`config.mk`:
```
export PLATFORM = sky130hd
export DESIGN_NAME = bounded_subset_search
export DESIGN_NICKNAME = d
export VERILOG_FILES = /design/src/rtl/bss_pkg.sv /design/src/rtl/bounded_subset_search.sv /design/src/rtl/bss_eval.sv
export SDC_FILE = /design/constraint.sdc
export NUM_CORES = 1
export LEC_CHECK = 0
export BUFFER_PORTS_ARGS = -buffer_cell sky130_fd_sc_hd__buf_2
export CAP_MARGIN = 20
export CORE_ASPECT_RATIO = 1.4
export CORE_UTILIZATION = 50
export DETAILED_ROUTE_END_ITERATION = 16
export HOLD_SLACK_MARGIN = 0.05
export PLACE_DENSITY = 0.71
export SYNTH_ARGS = -nofsm -noshare
export SYNTH_HDL_FRONTEND = slang
export SYNTH_HIERARCHICAL = 1
export SYNTH_SLANG_ARGS = --single-unit
```
`constraint.sdc`:
```
create_clock -name clk -period 5.6 [get_ports clk]
set_input_delay 0.56 -clock clk [delete_from_list [all_inputs] [get_ports clk]]
set_output_delay 0.56 -clock clk [all_outputs]
set_load 0.01 [all_outputs]
```
`src/rtl/bss_pkg.sv`:
```
// types and constants of the bounded subset search block
`timescale 1ns / 1ps

package bss_pkg;

    localparam int N_ITEMS  = 8;
    localparam int MASK_W   = N_ITEMS;
    localparam int IDX_W    = 3;
    localparam int PRICE_W  = 8;
    localparam int QTY_W    = 8;
    localparam int COST_W   = 16;
    localparam int HALF_N   = N_ITEMS / 2;
    localparam int HALF_W   = COST_W + $clog2(N_ITEMS - HALF_N + 1);
    localparam int SUM_W    = 20;
    localparam int CNT_W    = 4;
    localparam int BUDGET_W = 20;
    localparam int PADDR_W  = 3;
    localparam int PDATA_W  = 32;

    localparam logic [MASK_W-1:0] MASK_MAX = {MASK_W{1'b1}};

    // register index, taken from paddr[2]
    localparam logic REG_MAX_TYPES = 1'b0;
    localparam logic REG_BUDGET    = 1'b1;

    localparam logic [CNT_W-1:0]    MAX_TYPES_RST = CNT_W'(4);
    localparam logic [BUDGET_W-1:0] BUDGET_RST    = BUDGET_W'(19);

    typedef logic [N_ITEMS-1:0][COST_W-1:0] cost_tbl_t;

    typedef enum logic [1:0] {
        ST_IDLE,
        ST_SCAN,
        ST_WAIT
    } seq_state_t;

    // mask handed to the evaluator
    typedef struct packed {
        logic              valid;
        logic              last;
        logic [MASK_W-1:0] mask;
    } issue_t;

    // evaluator verdict on one mask
    typedef struct packed {
        logic              valid;
        logic              last;
        logic              hit;
        logic [MASK_W-1:0] mask;
        logic [SUM_W-1:0]  cost;
        logic [CNT_W-1:0]  count;
    } eval_t;

endpackage

```
`src/rtl/bounded_subset_search.sv`:
```
// bounded subset search: cost table, register port and mask scan sequencer
`timescale 1ns / 1ps

// A load item (op = 0) writes price times quantity, cut to 16 bits, into table
// entry item_index in the cycle it is accepted; it gives no result and busy
// stays low, so items may follow every cycle. A search item (op = 1) scans
// subset masks upward from start_mask, one mask per cycle through a shared
// evaluator (masked cost sum plus member count, then compare against budget
// and max_types), and stops at the first mask that fits. The result comes on
// done for exactly one cycle and cannot be held off by the receiver. From 1 up
// to 256 - start_mask masks are examined; the mask counter, the evaluator's
// register stage and the done register lie between acceptance and done. busy is
// high from the edge after acceptance until done rises; a new item may start in
// the done cycle. When no subset fits, found and all result fields read 0. A
// search over a table entry never loaded since reset gives an arbitrary answer.
// max_types and budget sit at byte addresses 0 and 4 of the register port and
// should only be written while the block is idle.

module bounded_subset_search
    import bss_pkg::*;
(
    input  logic                clk,
    input  logic                rst_n,
    // register port
    input  logic                psel,
    input  logic                penable,
    input  logic                pwrite,
    input  logic [PADDR_W-1:0]  paddr,
    input  logic [PDATA_W-1:0]  pwdata,
    output logic [PDATA_W-1:0]  prdata,
    output logic                pready,
    // command side
    input  logic                start,
    output logic                busy,
    input  logic                op,
    input  logic [IDX_W-1:0]    item_index,
    input  logic [PRICE_W-1:0]  unit_price,
    input  logic [QTY_W-1:0]    quantity,
    input  logic [MASK_W-1:0]   start_mask,
    // result side
    output logic                done,
    output logic                found,
    output logic [MASK_W-1:0]   subset_mask,
    output logic [SUM_W-1:0]    total_cost,
    output logic [CNT_W-1:0]    item_count
);

    // configuration registers
    logic [CNT_W-1:0]    max_types_reg;
    logic [BUDGET_W-1:0] budget_reg;
    logic                cfg_wr;

    // cost table, no reset: entries are defined once loaded
    cost_tbl_t           cost_tbl_reg;
    logic [COST_W-1:0]   load_cost;

    // sequencer
    seq_state_t          state_reg;
    seq_state_t          state_next;
    logic [MASK_W-1:0]   mask_reg;
    logic                scan_en;
    logic                accept;
    logic                accept_search;
    logic                accept_load;

    // evaluator link
    issue_t              issue;
    eval_t               verdict;
    logic                emit;

    // result registers
    logic                done_reg;
    logic                found_reg;
    logic [MASK_W-1:0]   subset_mask_reg;
    logic [SUM_W-1:0]    total_cost_reg;
    logic [CNT_W-1:0]    item_count_reg;

    assign accept        = start && !busy;
    assign accept_search = accept && op;
    assign accept_load   = accept && !op;

    // ---------------- register port ----------------
    assign pready = 1'b1;
    assign cfg_wr = psel && penable && pwrite && pready;

    always_ff @(posedge clk or negedge rst_n)
    begin
        if (!rst_n)
        begin
            max_types_reg <= MAX_TYPES_RST;
            budget_reg    <= BUDGET_RST;
        end
        else if (cfg_wr)
        begin
            unique case (paddr[2])
                REG_MAX_TYPES: max_types_reg <= pwdata[CNT_W-1:0];
                REG_BUDGET:    budget_reg    <= pwdata[BUDGET_W-1:0];
                default:       ;
            endcase
        end
    end

    always_comb
    begin
        unique case (paddr[2])
            REG_MAX_TYPES: prdata = PDATA_W'(max_types_reg);
            REG_BUDGET:    prdata = PDATA_W'(budget_reg);
            default:       prdata = '0;
        endcase
    end

    // ---------------- cost table ----------------
    // 8x8 product fits 16 bits exactly
    assign load_cost = COST_W'(unit_price) * COST_W'(quantity);

    always_ff @(posedge clk)
    begin
        if (accept_load && (32'(item_index) < N_ITEMS))
            cost_tbl_reg[item_index] <= load_cost;
    end

    // ---------------- sequencer ----------------
    always_ff @(posedge clk or negedge rst_n)
    begin
        if (!rst_n)
            state_reg <= ST_IDLE;
        else
            state_reg <= state_next;
    end

    // a verdict leaves the evaluator when it fits or when it is the last mask
    assign emit = verdict.valid && (verdict.hit || verdict.last);

    always_comb
    begin
        state_next = state_reg;
        unique case (state_reg)
            ST_IDLE:
            begin
                if (accept_search)
                    state_next = ST_SCAN;
            end
            ST_SCAN:
            begin
                if (emit)
                    state_next = ST_IDLE;
                else if (mask_reg == MASK_MAX)
                    state_next = ST_WAIT;
            end
            ST_WAIT:
            begin
                if (emit)
                    state_next = ST_IDLE;
            end
            default: state_next = ST_IDLE;
        endcase
    end

    always_comb
    begin
        scan_en = 1'b0;
        busy    = 1'b1;
        unique case (state_reg)
            ST_IDLE: busy    = 1'b0;
            ST_SCAN: scan_en = 1'b1;
            ST_WAIT: ;
            default: busy    = 1'b0;
        endcase
    end

    // mask counter; masks still in flight after a hit are dropped
    always_ff @(posedge clk)
    begin
        if (accept_search)
            mask_reg <= start_mask;
        else if (scan_en)
            mask_reg <= mask_reg + MASK_W'(1);
    end

    always_comb
    begin
        issue.valid = scan_en && !emit;
        issue.last  = (mask_reg == MASK_MAX);
        issue.mask  = mask_reg;
    end

    bss_eval u_eval (
        .clk       (clk),
        .rst_n     (rst_n),
        .issue     (issue),
        .cost_tbl  (cost_tbl_reg),
        .max_types (max_types_reg),
        .budget    (budget_reg),
        .verdict   (verdict)
    );

    // ---------------- result ----------------
    always_ff @(posedge clk or negedge rst_n)
    begin
        if (!rst_n)
            done_reg <= 1'b0;
        else
            done_reg <= emit;
    end

    // nothing found gives all-zero fields
    always_ff @(posedge clk)
    begin
        if (emit)
        begin
            found_reg       <= verdict.hit;
            subset_mask_reg <= verdict.hit ? verdict.mask  : '0;
            total_cost_reg  <= verdict.hit ? verdict.cost  : '0;
            item_count_reg  <= verdict.hit ? verdict.count : '0;
        end
    end

    assign done        = done_reg;
    assign found       = found_reg;
    assign subset_mask = subset_mask_reg;
    assign total_cost  = total_cost_reg;
    assign item_count  = item_count_reg;

endmodule

```
`src/rtl/bss_eval.sv`:
```
// shared subset evaluator: masked cost sum and member count, then budget check
`timescale 1ns / 1ps

module bss_eval
    import bss_pkg::*;
(
    input  logic                clk,
    input  logic                rst_n,
    input  issue_t              issue,
    input  cost_tbl_t           cost_tbl,
    input  logic [CNT_W-1:0]    max_types,
    input  logic [BUDGET_W-1:0] budget,
    output eval_t               verdict
);

    logic              valid_reg;
    logic              last_reg;
    logic [MASK_W-1:0] mask_reg;
    logic [HALF_W-1:0] sum_a_reg;
    logic [HALF_W-1:0] sum_b_reg;
    logic [CNT_W-1:0]  cnt_reg;

    logic [HALF_W-1:0] sum_a_next;
    logic [HALF_W-1:0] sum_b_next;
    logic [CNT_W-1:0]  cnt_next;
    logic [HALF_W:0]   total;

    // item j sits at mask bit N_ITEMS-1-j; two half sums keep the adder chain short
    always_comb
    begin
        sum_a_next = '0;
        sum_b_next = '0;
        cnt_next   = '0;
        for (int i = 0; i < HALF_N; i++)
        begin
            if (issue.mask[MASK_W-1-i])
                sum_a_next = sum_a_next + HALF_W'(cost_tbl[i]);
        end
        for (int i = HALF_N; i < N_ITEMS; i++)
        begin
            if (issue.mask[MASK_W-1-i])
                sum_b_next = sum_b_next + HALF_W'(cost_tbl[i]);
        end
        for (int i = 0; i < MASK_W; i++)
        begin
            cnt_next = cnt_next + CNT_W'(issue.mask[i]);
        end
    end

    always_ff @(posedge clk or negedge rst_n)
    begin
        if (!rst_n)
            valid_reg <= 1'b0;
        else
            valid_reg <= issue.valid;
    end

    always_ff @(posedge clk)
    begin
        last_reg  <= issue.last;
        mask_reg  <= issue.mask;
        sum_a_reg <= sum_a_next;
        sum_b_reg <= sum_b_next;
        cnt_reg   <= cnt_next;
    end

    assign total = {1'b0, sum_a_reg} + {1'b0, sum_b_reg};

    always_comb
    begin
        verdict.valid = valid_reg;
        verdict.last  = last_reg;
        verdict.mask  = mask_reg;
        verdict.cost  = SUM_W'(total);
        verdict.count = cnt_reg;
        verdict.hit   = valid_reg && (cnt_reg <= max_types)
                        && (SUM_W'(total) <= SUM_W'(budget));
    end

endmodule

```
==> metrics.md, run 1 <==
| Metric | Value |
|---|---|
| Post-synthesis async set-or-reset flop share | between 10% and 20% |
| First-pass GRT wire length | between 60 and 70 mm |
| Via count | around 14,000 |
| WL final | ~42 mm |
| Htree depth | 1 |
| Top cells by area, synth | edfxtp_1 (29%), ha_1 (13%), dfxtp_1 (5.8%), fa_1 (5.3%), and2_1 (4.2%) |
| Antenna viol nets, final | 0 |
| Crit path kind | reg2reg |
| Post-DR wirelength/cell | 17.1 µm |
| Yosys top cell by area | edfxtp_1 |
| Initial antenna violation count | 0 |
| Crit path DAT | ~6300 ps |
| Min Tclk post-route | ~5900 ps |
| Hold Crit Class | in2reg |
| DR WL met2 | about 22 mm |
| Maxcap violations | 0 |
| RSZ-0062 raised after global routing | yes |
| Final Wtd Congestion | between 0.8 and 0.9 |
| Worst Path Buf+Inv | 0 |
| I/O pin count | 137 |
| Clk buf depth | 3 |
| Worst slew pin tran | between 1000 and 1500 ps |
| Skew-Pair Late Insertion Delay | around 540 ps |
| Worst path max stage delay | 440 ps |
| Clock root buffer | clkbuf_16 |
| Tcrit/Tclk final | 105% |
| Hold_ws | roughly 250 ps |
| Placeable Area | approximately 35,000 µm² |
| Die Y | 224 µm |
| Setup crit end kind | register |
| Slew headroom | between 20 and 30% |
| Top cell type's share of synthesized area | 28.7% |
| Fin. Hold Viols | 0 |
| Ys Warns | 6 |
| Status | finished with violations |
| Crit path required time | roughly 6000 ps |
| CP Max Fanout | 4 |
| CP max stage cell | edfxtp_1 |
| Post-synth EDFFs | between 150 and 200 |
| Worst r2r path cells | 26 |
| Setup crit start kind | register |
| GRT Util Overall | about 23% |
| Worst path depth | 26 |
| Area delta synth->final | 21.6% |
| Port buffer count | 109 |
| Skew final | about 19 ps |
| Fin worst setup slack | -255 ps |
| Hold Path Stages | 2 |
| Total grt overflow | 0 |
| Final setup vio count | 6 |
| Starting Density | 50.7% |
| Failing checks | negative setup slack |
| Post-Syn Area | approximately 18,000 µm² |
| Most instantiated cells after synthesis | ha_1 (180), edfxtp_1 (169), inv_1 (129), and2_1 (120), a21oi_1 (113) |
| Ys flop type | edfxtp_1 |
| Drt pass-1 iters | 6 |
| Vias in the first global route | 13,600 |
| Fmax | about 170 MHz |
| DIE AREA | around 36,000 µm² |
| CTS tree | built |
| Final net count | 2,264 |
| Fill count | around 2,700 |
| Largest net degree at the start of global routing | 35 |
| Top cell family by delay on the critical path | compound AO/OA/AOI/OAI gates |
| #FFs+latches synth | about 250 |
| Final Max Slew Viols | 0 |
| Detail Placement HPWL | 31.8 mm |
| Drt drc | 0 |
| Synth cell types | 94 |
| Die W | 161 µm |
| Clk sink count | around 250 |
| Top-count cell post-synth | ha_1 |
| Pre-CTS WS | -269 ps |
| Worst-path clk slew | about 70 ps |
| Post-Synthesis Cells | between 1,500 and 2,000 |
| WL met3 | around 1.5 mm |
| Met1 WL | between 15 and 20 mm |
| # diodes | 0 |
| Layout cells sized above 1 | 26.8% |
| Rows | approximately 80 |
| Vias per inst | 5.54 |
| Max layer used | met4 |
| Max reg flops | between 100 and 150 |
| Post-synthesis sequential area ratio | around 39% |
| Synth Area per Inst | a little over 10 µm² |
| DR iter-0 viols | roughly 620 |
| Inserted Clock Buffers | 24 |
-- final cells by class --
cell class | instances | area, µm² | area share, %
Inverter | 130 | 488 | 2.27
Sequential cell | 248 | 6800 | 31.7
Clock buffer | 27 | 622 | 2.90
Multi-Input combinational cell | 1280 | 10900 | 50.9
Clock inverter | 17 | 159 | 0.740
Tap cell | 456 | 571 | 2.66
Timing Repair Buffer | 284 | 1900 | 8.86
-- through the flow --
step	std cells	area (µm²)	util [%]	setup TNS, ps
3_5_place_dp	2370	19800	56.7	-1060
6_report	2442	21500	61.6	-644
4_1_cts	2421	20800	59.6	-435
3_3_place_gp	2369	19800	56.7	-524
5_1_grt	2442	21500	61.6	-3220
2_1_floorplan	1711	17800	-	-445
-- path summary, 6_finish.rpt --
path	startpoint	to	slack, ps
setup / recovery	mask_reg[3]	u_eval/sum_b_reg[17]	-260
hold / removal	pwdata[4]	budget_reg[4]	250
setup reg to reg	mask_reg[3]	u_eval/sum_b_reg[17]	-260
hold reg to reg	u_eval/mask_reg[7]	subset_mask[7]	510
max in group asynchronous	rst_n	budget_reg[13]	4610
min in group asynchronous	rst_n	u_eval/valid_reg	570
-- layout by cell type, fill, tap and decap left out, drive strengths merged, types with 9 or more instances in the layout --
cell and instances:
buf 283, ha 180, edfxtp 169, inv 132, and2 123, a21oi 115
nand2 103, nor2 87, xnor2 68, o21ai 64, mux2 63, a21o 52
dfxtp 51, fa 47, xor2 41, o21a 31, clkbuf 27, nor3 26
dfrtp 24, nand2b 21, nand3 19, nor2b 19, o21bai 14, conb 13
a211oi 12, clkinv 12, and3 11, a31oi 11, mux2i 10, o31ai 10
nand4 9, o211ai 9
-- cell families (layout without fill, tap and decap cells) --
group	after synthesis	count (layout)	share of synthesized area, %
and+or+nand+nor	461	461	13.7
AOI/OAI and AO/OA	392	392	15.0
DFF	248	248	38.5
adders and majority gates	232	232	18.4
buffers and inverters	183	458	4.33
xor gates and xnor gates	109	109	5.40
muxes	73	73	4.60
other	2	13	0.0425
-- per-layer routing --
layer / up-vias / global-route usage, %
met3: 100 / 2.42
li1: 6628 / -
met4: 0 / 9.92
met5: - / 0
met1: 6466 / 24.9
met2: 342 / 43.9
-- what timing repair did --
item | CTS | global route
buffers inserted | 6 | 21
gates cloned | 0 | 0
gates resized for setup | 34 | 107
hold buffers | 1 | 0
endpoints found under the hold margin | 12 | 0
setup endpoints to repair | 12 | 20
pin swaps | 34 | 80
Power of run 1 is left out: the tool's default activity adds up to more than one toggle a clock period on the data nets, which glitch-free logic cannot reach.
==> run 2, diff against run 1 <==
--- a/config.mk
+++ b/config.mk
@@ -12,6 +12,7 @@
 export DETAILED_ROUTE_END_ITERATION = 16
 export HOLD_SLACK_MARGIN = 0.05
 export PLACE_DENSITY = 0.71
+export REMOVE_ABC_BUFFERS = 1
 export SYNTH_ARGS = -nofsm -noshare
 export SYNTH_HDL_FRONTEND = slang
 export SYNTH_HIERARCHICAL = 1
==> metrics.md, run 2 (synthesized netlist as in run 1, its figures left out) <==
| Metric | Value |
|---|---|
| Worst-path clk slew | around 70 ps |
| Htree depth | 1 |
| Port buffer count | roughly 110 |
| Hold Path Stages | 2 |
| Crit path required time | 6010 ps |
| Crit path kind | reg2reg |
| Antenna viol nets, final | 0 |
| Most frequent cells in the layout | buf_4 (200), edfxtp_1 (169), ha_1 (158), inv_1 (127), and2_1 (117) |
| Setup crit end kind | register |
| Maxcap violations | 0 |
| Placed inst area | about 20,000 µm² |
| Max layer used | met4 |
| Top cell family by delay on the critical path | compound AO/OA/AOI/OAI gates |
| WL met3 | 1.70 mm |
| Crit path DAT | approximately 6400 ps |
| Clk buf depth | 3 |
| Finished Cell Area | 21,800 µm² |
| Inserted Clock Buffers | 25 |
| Area delta synth->final | 23.5% |
| Via count | around 14,000 |
| Final Wtd Congestion | 0.907 |
| Drt pass-1 iters | 6 |
| RSZ-0062 raised after global routing | yes |
| Post-DR wirelength/cell | approximately 17 µm |
| Vias per inst | around 5.4 |
| Fmax | 168 MHz |
| Die W | 161 µm |
| CP max stage cell | edfxtp_1 |
| Status | finished with violations |
| Worst r2r path cells | 26 |
| Max reg flops | approximately 130 |
| Most common cell after layout, fill and taps aside | buf_4 |
| Slew headroom | between 40% and 50% |
| Hold Crit Class | in2reg |
| Vias in the first global route | between 10,000 and 15,000 |
| Setup total negative slack | -658 ps |
| Initial antenna violation count | 0 |
| Met1 WL | between 15 and 20 mm |
| Worst path depth | 26 |
| DIE AREA | roughly 36,000 µm² |
| Fin worst setup slack | -368 ps |
| Worst path max stage delay | around 410 ps |
| I/O pin count | between 100 and 150 |
| Fill count | 2,717 |
| CP Max Fanout | 4 |
| Failing checks | negative setup slack |
| WL final | approximately 42 mm |
| Starting Density | around half |
| # diodes | 0 |
| CTS tree | built |
| DR iter-0 viols | about 610 |
| Skew-Pair Late Insertion Delay | 550 ps |
| Worst slew pin tran | around 880 ps |
| Drt drc | 0 |
| Clk sink count | around 250 |
| Layout cells sized above 1 | 28.1% |
| Setup crit start kind | register |
| Min Tclk post-route | 5970 ps |
| Placeable Area | around 35,000 µm² |
| Clock root buffer | clkbuf_16 |
| Final setup vio count | 4 |
| DR WL met2 | roughly 22 mm |
| GRT Util Overall | a little under a quarter |
| Worst Path Buf+Inv | 0 |
| Final net count | between 2,000 and 2,500 |
| Largest net degree at the start of global routing | 35 |
| Total grt overflow | 0 |
| Skew final | ~25 ps |
| Die Y | between 200 and 250 µm |
| Rows | around 80 |
| Tcrit/Tclk final | 107% |
| Fin. Hold Viols | 0 |
| Final Max Slew Viols | 0 |
| First-pass GRT wire length | 67.1 mm |
| Detail Placement HPWL | 31.8 mm |
==> run 2: cell count changes in the layout (fill, tap and decap cells not counted), sizes merged <==
cell / before / now
clkinvlp: 1 / 0
bufinv: 2 / 4
inv: 132 / 135
clkinv: 12 / 9
buf: 283 / 320
==> run 2: area by class of cell <==
cell class,instances,area (µm²),share of cell area (%)
well taps,456,571,2.62
inverters,130,490,2.25
repair buffers,321,2200,10.1
clock buffers,27,654,3.00
clock inverters,18,208,0.952
multi-input cells,1280,10900,49.9
flip-flops and latches,248,6800,31.2
==> run 2: through the flow <==
stage | hold WS (ps) | util [%] | worst slack, ps | cells
2_1_floorplan | 264 | - | -593 | 1658
3_3_place_gp | 491 | 57.1 | -388 | 2402
3_5_place_dp | 496 | 57.2 | -501 | 2403
4_1_cts | 235 | 60.9 | -236 | 2462
5_1_grt | 253 | 62.6 | -532 | 2480
6_report | 263 | 62.6 | -368 | 2480
==> run 2: path summary, 6_finish.rpt <==
| path | from | end | slack (ps) |
|---|---|---|---|
| worst min register to register | u_eval/mask_reg[3] | subset_mask[3] | 510 |
| worst max register to register | mask_reg[3] | u_eval/sum_b_reg[17] | -370 |
| max in group asynchronous | rst_n | budget_reg[15] | 4600 |
| worst max-delay path | mask_reg[3] | u_eval/sum_b_reg[17] | -370 |
| worst min-delay path | pwdata[1] | budget_reg[1] | 260 |
| min in group asynchronous | rst_n | state_reg[1] | 570 |
==> run 2: per-layer routing <==
| metal | track usage [%] | vias to the layer above |
|---|---|---|
| met5 | 0 | - |
| met4 | 12.7 | 0 |
| met2 | 43.6 | 322 |
| met1 | 25.8 | 6392 |
| li1 | - | 6694 |
| met3 | 2.40 | 98 |
==> run 2: timing repair <==
| item | in CTS | in global routing |
|---|---|---|
| gates resized for setup | 68 | 88 |
| pin swaps | 36 | 83 |
| cloned | 0 | 0 |
| setup endpoints to repair | 15 | 18 |
| hold endpoints to repair | 9 | 0 |
| hold buffers | 1 | 0 |
| buffers inserted | 13 | 16 |
Power of run 2 is left out for the same reason.
==> run 3, diff against run 2 <==
--- a/config.mk
+++ b/config.mk
@@ -11,7 +11,7 @@
 export CORE_UTILIZATION = 50
 export DETAILED_ROUTE_END_ITERATION = 16
 export HOLD_SLACK_MARGIN = 0.05
-export PLACE_DENSITY = 0.71
+export PLACE_DENSITY_LB_ADDON = 0.15
 export REMOVE_ABC_BUFFERS = 1
 export SYNTH_ARGS = -nofsm -noshare
 export SYNTH_HDL_FRONTEND = slang
==> metrics.md, run 3 (synthesized netlist as in run 1, its figures left out) <==
| Metric | Value |
|---|---|
| Status | finished with violations |
| Failing checks | negative setup slack |
| DIE AREA | about 36,000 µm² |
| Clock root buffer | clkbuf_16 |
| Skew-Pair Late Insertion Delay | approximately 540 ps |
| Crit path kind | reg2reg |
| Final Wtd Congestion | around 0.87 |
| I/O pin count | between 100 and 150 |
| Starting Density | between 50% and 60% |
| Max reg flops | between 100 and 150 |
| Die Y | about 220 µm |
| Tcrit/Tclk final | 104% |
| Rows | between 80 and 90 |
| CP max stage cell | edfxtp_1 |
| WL met3 | 1.41 mm |
| Slew headroom | 32.3% |
| Htree depth | 1 |
| CP Max Fanout | 4 |
| Most used cell, CP | a21oi_2 |
| GRT Util Overall | a little under a quarter |
| Crit path required time | 6020 ps |
| Top cell family by delay on the critical path | compound AO/OA/AOI/OAI gates |
| Largest net degree at the start of global routing | 37 |
| DR WL met2 | approximately 22 mm |
| Inserted Clock Buffers | 25 |
| Met1 WL | ~17 mm |
| Vias per inst | roughly 5.4 |
| Clk buf depth | 3 |
| Post-DR wirelength/cell | between 15 and 20 µm |
| Placeable Area | between 30,000 and 40,000 µm² |
| Area of the multi-input gates | 10,900 µm² |
| Fin. Hold Viols | 0 |
| Worst path max stage delay | about 400 ps |
| Initial antenna violation count | 0 |
| Port buffer count | about 110 |
| Finished Cell Area | roughly 22,000 µm² |
| Worst-path clk slew | around 60 ps |
| Skew final | slightly above 8 ps |
| Via count | roughly 14,000 |
| Drt drc | 0 |
| Worst slew pin tran | a little over 1000 ps |
| Min Tclk post-route | 5830 ps |
| Layout cells sized above 1 | between 20 and 30% |
| Total grt overflow | 0 |
| Final net count | around 2,300 |
| Register Area | about 6800 µm² |
| Fin worst setup slack | -232 ps |
| Worst Path Buf+Inv | 0 |
| First-pass GRT wire length | roughly 67 mm |
| Most frequent cells in the layout | buf_4 (222), edfxtp_1 (169), ha_1 (159), inv_1 (128), and2_1 (114) |
| Layout Utilization | 63.0% |
| Die W | around 160 µm |
| WL final | 43.0 mm |
| RSZ-0062 raised after global routing | yes |
| DR iter-0 viols | roughly 650 |
| Vias in the first global route | 13,600 |
| CTS tree | built |
| Pre-CTS WS | -455 ps |
| Setup crit start kind | register |
| Hold Crit Class | in2reg |
| Hold_ws | around 250 ps |
| Max layer used | met4 |
| Maxcap violations | 0 |
| Area delta synth->final | 24.4% |
| Antenna viol nets, final | 0 |
| Fill count | ~2,800 |
| Detail Placement HPWL | approximately 33 mm |
| Setup crit end kind | register |
| Fmax | about 170 MHz |
| Drt pass-1 iters | 6 |
| Placed inst area | approximately 20,000 µm² |
| Crit path DAT | around 6300 ps |
| Clk sink count | approximately 250 |
| Final Max Slew Viols | 0 |
| # diodes | 0 |
| Most common cell after layout, fill and taps aside | buf_4 |
| Final setup vio count | 3 |
[run 3: changes by cell type in the layout (fill, tap and decap cells not counted), moves of 4 or more]
cell / change
inv_6: -4
buf_4: +22
clkinv_2: -5
o21ai_1: -5
clkbuf_1: +4
o21ai_0: +4
[run 3: cell type report]
| type | instances | area share [%] |
|---|---|---|
| repair buffers | 344 | 10.8 |
| clock inverters | 10 | 0.450 |
| flip-flops and latches | 248 | 31.0 |
| well taps | 456 | 2.60 |
| clock buffers | 34 | 3.34 |
| multi-input cells | 1280 | 49.6 |
| inverters | 130 | 2.23 |
[run 3: timing repair]
action,4_1_cts,5_1_grt
endpoints found under the hold margin,8,0
resized for setup,71,85
hold buffers,1,0
setup endpoints to repair,13,54
buffers inserted,22,18
pin swaps,42,82
[run 3: metrics by stage]
step	TNS [ps]	instances
6_report	-336	2502
5_1_grt	-2070	2502
4_1_cts	-397	2485
3_5_place_dp	-3520	2419
3_3_place_gp	-2060	2416
2_1_floorplan	-2710	1658
[run 3: metal layers]
metal / track usage [%] / up-vias
li1: - / 6731
met1: 26.5 / 6456
met2: 44.2 / 280
met3: 2.27 / 95
met4: 10.9 / 0
met5: 0 / -
[run 3: worst register-to-register path, stage by stage, from the launching register on]
cell	delay, ps
edfxtp_1	400
and2_4	170
ha_4	160
fa_2	380
a21oi_2	180
o22ai_2	130
a221oi_4	320
o21bai_1	140
a21o_1	180
a21oi_2	160
xnor2_2	140
a21o_1	220
ha_4	220
a21o_1	160
or3_4	330
o211a_1	240
o21a_1	190
or3_1	310
nand3_1	80
a21bo_1	230
ha_2	180
or3_1	320
o21ai_2	80
a21oi_2	50
a41o_1	280
nand2_2	90
a21oi_2	60
a311o_1	320
[run 3: worst paths after layout]
path / end / start / slack (ps) / depth (start not counted)
min: budget_reg[18] / pwdata[18] / 250 / 2
max: u_eval/sum_b_reg[17] / mask_reg[3] / -230 / 27
min reg2reg: subset_mask[6] / u_eval/mask_reg[6] / 510 / 1
max in group asynchronous: budget_reg[6] / rst_n / 4620 / 2
max reg2reg: u_eval/sum_b_reg[17] / mask_reg[3] / -230 / 27
min in group asynchronous: max_types_reg[1] / rst_n / 570 / 2
Power of run 3 is left out for the same reason.
